File: src/gls_pkg.sv
// Shared types and constants for the grid line-of-sight core.
// Used by gls_ctrl, gls_datapath and grid_line_of_sight_core; depends on nothing.
package gls_pkg;

  // Fixed widths of the request fields.
  localparam int unsigned CoordW = 18;
  localparam int unsigned IdxW   = 15;
  localparam int unsigned ValW   = 16;

  // Defaults for the top-level parameters.
  localparam int unsigned GridSideDef  = 128;
  localparam int unsigned TileTypesDef = 512;
  localparam int unsigned FracBitsDef  = 10;

  typedef enum logic [1:0] {
    OP_WR_TILE = 2'd0,
    OP_WR_SUB  = 2'd1,
    OP_QUERY   = 2'd2,
    OP_NONE    = 2'd3
  } opcode_e;

  typedef enum logic [3:0] {
    ST_IDLE,
    ST_DELTA,
    ST_SQUARE,
    ST_SQRT,
    ST_LEN,
    ST_DIVX,
    ST_DIVZ0,
    ST_DIVZ,
    ST_MINIT,
    ST_MARCH,
    ST_DRAIN,
    ST_REPORT
  } state_e;

  typedef enum logic [3:0] {
    CMD_NONE,
    CMD_WR_TILE,
    CMD_WR_SUB,
    CMD_LOAD,
    CMD_DELTA,
    CMD_SQUARE,
    CMD_SQRT,
    CMD_DIVX_INIT,
    CMD_DIV_STEP,
    CMD_DIVZ_INIT,
    CMD_MARCH_INIT,
    CMD_MARCH
  } dp_cmd_e;

  typedef struct packed {
    logic len_zero;
    logic march_end;
    logic hit;
    logic pipe_busy;
  } dp_status_t;

endpackage

File: src/gls_ctrl.sv
// Sequencer for the line-of-sight core: walks a request through setup, root,
// divisions, march and drain. Depends on gls_pkg.
module gls_ctrl import gls_pkg::*; #(
  parameter int unsigned SqrtSteps = 19,
  parameter int unsigned DivSteps  = 27
) (
  input  logic       clk_i,
  input  logic       rst_ni,
  input  logic       start,
  input  logic [1:0] opcode_i,
  input  dp_status_t status_i,
  output dp_cmd_e    cmd_o,
  output logic       busy,
  output logic       done_o
);

  localparam int unsigned CntW = $clog2(DivSteps + 1);

  state_e          state_q, state_d;
  logic [CntW-1:0] cnt_q, cnt_d;

  always_ff @(posedge clk_i or negedge rst_ni) begin
    if (!rst_ni) begin
      state_q <= ST_IDLE;
      cnt_q   <= '0;
    end else begin
      state_q <= state_d;
      cnt_q   <= cnt_d;
    end
  end

  always_comb begin
    state_d = state_q;
    cnt_d   = cnt_q;
    cmd_o   = CMD_NONE;
    busy    = 1'b1;
    done_o  = 1'b0;
    unique case (state_q)
      ST_IDLE: begin
        busy = 1'b0;
        if (start) begin
          unique case (opcode_e'(opcode_i))
            OP_WR_TILE: cmd_o = CMD_WR_TILE;
            OP_WR_SUB:  cmd_o = CMD_WR_SUB;
            OP_QUERY: begin
              cmd_o   = CMD_LOAD;
              state_d = ST_DELTA;
            end
            default: cmd_o = CMD_NONE;
          endcase
        end
      end
      ST_DELTA: begin
        cmd_o   = CMD_DELTA;
        state_d = ST_SQUARE;
      end
      ST_SQUARE: begin
        cmd_o   = CMD_SQUARE;
        cnt_d   = '0;
        state_d = ST_SQRT;
      end
      ST_SQRT: begin
        cmd_o = CMD_SQRT;
        cnt_d = cnt_q + 1'b1;
        if (cnt_q == CntW'(SqrtSteps - 1)) begin
          state_d = ST_LEN;
        end
      end
      ST_LEN: begin
        // A zero-length line is clear without any sample.
        if (status_i.len_zero) begin
          state_d = ST_REPORT;
        end else begin
          cmd_o   = CMD_DIVX_INIT;
          cnt_d   = '0;
          state_d = ST_DIVX;
        end
      end
      ST_DIVX: begin
        cmd_o = CMD_DIV_STEP;
        cnt_d = cnt_q + 1'b1;
        if (cnt_q == CntW'(DivSteps - 1)) begin
          state_d = ST_DIVZ0;
        end
      end
      ST_DIVZ0: begin
        cmd_o   = CMD_DIVZ_INIT;
        cnt_d   = '0;
        state_d = ST_DIVZ;
      end
      ST_DIVZ: begin
        cmd_o = CMD_DIV_STEP;
        cnt_d = cnt_q + 1'b1;
        if (cnt_q == CntW'(DivSteps - 1)) begin
          state_d = ST_MINIT;
        end
      end
      ST_MINIT: begin
        cmd_o   = CMD_MARCH_INIT;
        state_d = ST_MARCH;
      end
      ST_MARCH: begin
        cmd_o = CMD_MARCH;
        if (status_i.hit) begin
          state_d = ST_REPORT;
        end else if (status_i.march_end) begin
          state_d = ST_DRAIN;
        end
      end
      ST_DRAIN: begin
        if (status_i.hit || !status_i.pipe_busy) begin
          state_d = ST_REPORT;
        end
      end
      ST_REPORT: begin
        done_o  = 1'b1;
        state_d = ST_IDLE;
      end
      default: state_d = ST_IDLE;
    endcase
  end

endmodule

File: config.mk
export PLATFORM = sky130hd
export DESIGN_NAME = gls_ctrl
export DESIGN_NICKNAME = d
export VERILOG_FILES = /design/src/gls_pkg.sv /design/src/gls_ctrl.sv
export SDC_FILE = /design/constraint.sdc
export NUM_CORES = 1
export LEC_CHECK = 0
export ABC_AREA = 1
export BUFFER_PORTS_ARGS = -buffer_cell sky130_fd_sc_hd__buf_2
export CAP_MARGIN = 5
export CORE_MARGIN = 8
export CORE_UTILIZATION = 45
export DETAILED_ROUTE_END_ITERATION = 10
export PLACE_DENSITY = 0.71
export SLEW_MARGIN = 40
export SYNTH_ARGS = -nofsm -noshare
export SYNTH_HDL_FRONTEND = slang
export SYNTH_SLANG_ARGS = --single-unit
export TNS_END_PERCENT = 10
File: constraint.sdc
create_clock -name clk_i -period 2.2 [get_ports clk_i]
set_input_delay 0.22 -clock clk_i [delete_from_list [all_inputs] [get_ports clk_i]]
set_output_delay 0.22 -clock clk_i [all_outputs]
set_load 0.01 [all_outputs]
==> results.md <==
* Status: finished clean
* Initial Util at 46.4%
* Layer with the highest usage: met2
* Max-slew headroom at 78.6%
* Share of cells above drive strength 1 at 25.4%
* Final count of hold timing violations at 0
* Int Pwr at roughly 580 uW
* CTS max path bufs at 2
* Area of the mapped netlist at 783 um2
* Final nets at 143
* Die H at ~58 um
* Max-slew violations at 0
* First drt pass iteration count at 4
* Overall routing resource usage at a little under an eighth
* Fmax at 562 MHz
* Mapped Cells at 112
* Netlist cell types at 21
* Mean number of vias per cell at 5.08
* Syn Nets at 124
* Sw Ratio at a little over half
* Worst-Skew Late Latency at approximately 0.26 ns
* Final wirelength at about 1700 um
* First-pass GRT wire length at 3080 um
* Die width at roughly 58 um
* Grt met2 use at roughly a fifth
* Part of the Yosys area used for sequential elements at 28.8%
* CP Launch Type: register
* Filler cells at 182
* Setup TNS at 0 ns
* Hold WS at 0.338 ns
* Largest net degree at the start of global routing at 10
* Core area at 1690 um2
* Vias in the first global route at 699
* DP HPWL at 1410 um
* 1st-iter DRT viols at 14
* Final Util at between 50 and 60%
* HP Class: in2async
* CTS root buffer: clkbuf_4
* Final setup violation count at 0
* IO buf count at 14
* CP max FO at 9
* Clk pin slew, worst setup/hold paths at 0.06 ns
* # diodes at 0
* H-tree depth at 1
* Resized Gates After CTS at 0
* Synth warnings at 0
* Unrepaired setup endpoints after global routing: false
* Period Utilization, post-route at 80.9%
* Met3 usage in global routing at ~4.0%
* Period minus WS final at 1.78 ns
* Vias post-DR at 747
* DRC viols at 0
* Grt ovf at 0
* CTS Sinks at 9
* Antenna violations before repair at 0
* Final Skew at 0.00860 ns
* Max cap viols at 0
* Antenna viol nets, final at 0
* Die ar. at ~3300 um2
* Routability cong. at 0.947
* Combinational power share at 63.1%
* Worst vdd rail ir drop at 0.553 mV
* Crit path DAT at roughly 1.6 ns
* Ports at 15
* Syn_area_per_cell at around 7.0 um2
* Crit path kind: reg2out
* Met1 usage in global routing at 12.1%
* Worst-Margin Slew at 0.320 ns
* WL/cell at 11.5 um
* Flop pwr share at 26.7%
* Number of synthesized register bits at 9
* Clock buffer count from CTS at 3
* Register area at 225 um2
* P_leak at 0.495 nW
* NetSw at 642 uW
* Synth-to-layout area growth at 14.9%
* CTS tree: built
* CP endpoint kind: output pin
* Row Count at 15
* Clock share of power at 10.2%
* Multi-input gate area at 494 um2
* Critical path data required time at between 1.5 and 2 ns
* Pwr dens at around 1400 nW/um2
routing by layer:
metal  vias to the layer above  routed length, um
met5                         -                  0
met4                         0                 38
met3                         4                138
met2                        20                794
met1                       328                719
li1                        395                  -
stage by stage:
| step | cells | worst slack [ns] | total power [mW] | area [um2] |
|---|---|---|---|---|
| 6_report | 147 | 0.419 | 1.22 | 900 |
| 2_1_floorplan | 112 | 0.879 | 0.924 | 783 |
| 3_5_place_dp | 142 | 0.726 | 1.10 | 863 |
| 5_1_grt | 147 | 0.271 | 1.36 | 900 |
| 4_1_cts | 147 | 0.432 | 1.24 | 900 |
| 3_3_place_gp | 142 | 0.756 | 1.09 | 863 |
cells in the mapped netlist:
cell type  instances  area share (%)
a21oi_4            1             2.1
o21ai_0            2             1.3
dfrtp_1            9              29
nor2_2             3             2.4
ha_1               3             4.8
nand3_1           19              12
xnor2_1            2             2.2
xor2_1             1             1.1
nor2_1             7             3.4
inv_2              2            0.96
buf_6              1             1.4
nor2_4             5             7.2
nand4_1            2             1.6
nand2_1           31              15
nand3b_2           1             1.4
o211ai_1           1            0.96
nor3_1             1            0.64
inv_1             12             5.8
nand2_2            4             3.2
a21oi_1            3             1.9
nand3b_1           2             1.9
critical path, stage by stage, from the launching register on:
cell      delay [ns]
dfrtp_1         0.49
nor2_2          0.30
nand3b_2        0.23
o21ai_0         0.13
buf_2           0.15
sequential cells by signal, summed over array words and instances, names as in the netlist:
register  cells
cnt_q         5
state_q       4
placed cells by master (no fill, tap or decap), types with 4 or more instances in the layout:
master   synthesis  layout
nand2_1         31      31
nand3_1         19      19
buf_2            0      14
inv_1           12      12
dfrtp_1          9       9
nor2_1           7       7
nor2_4           5       5
nand2_2          4       4
worst paths after layout:
path | startpoint | end | slack, ns | depth (start not counted)
min in group clk_i | status_i[2] | state_q[3]$_DFFE_PN0P_ | 0.35 | 6
max in group asynchronous | rst_ni | state_q[2]$_DFFE_PN0P_ | 1.68 | 2
hold / removal | rst_ni | cnt_q[4]$_DFFE_PN0P_ | 0.34 | 2
setup / recovery | state_q[0]$_DFFE_PN0P_ | cmd_o[2] | 0.42 | 4
hold reg to reg | cnt_q[4]$_DFFE_PN0P_ | cnt_q[4]$_DFFE_PN0P_ | 0.56 | 2
setup reg to reg | cnt_q[0]$_DFFE_PN0P_ | state_q[0]$_DFFE_PN0P_ | 0.72 | 9
power groups by stage:
| stage | combinational [mW] | sequential [mW] | clock [mW] |
|---|---|---|---|
| 2_1_floorplan | 0.635 | 0.289 | 0 |
| 3_3_place_gp | 0.767 | 0.326 | 0 |
| 3_5_place_dp | 0.774 | 0.327 | 0 |
| 4_1_cts | 0.779 | 0.324 | 0.134 |
| 5_1_grt | 0.884 | 0.335 | 0.140 |
| 6_report | 0.771 | 0.326 | 0.125 |
what timing repair did:
item | in CTS | in global routing
hold buffers | 1 | 0
setup buffers | 0 | 0
endpoints found under the hold margin | 9 | 0
layout make-up:
| class | instances | share of cell area [%] |
|---|---|---|
| well taps | 17 | 2.36 |
| flip-flops and latches | 9 | 25.0 |
| clock buffers | 4 | 2.92 |
| inverters | 14 | 5.84 |
| multi-input cells | 88 | 54.9 |
| repair buffers | 15 | 8.90 |
cell families after synthesis:
kind of cell               after synthesis  share of synthesized area (%)
and+or+nand+nor                         75                           48.7
buffers and inverters                   15                           8.15
DFF                                      9                           28.8
AOI/OAI and AO/OA                        7                           6.23
xor gates and xnor gates                 3                           3.36
adders and majority gates                3                           4.79
Note: power is estimated with default switching activity, not from simulation.
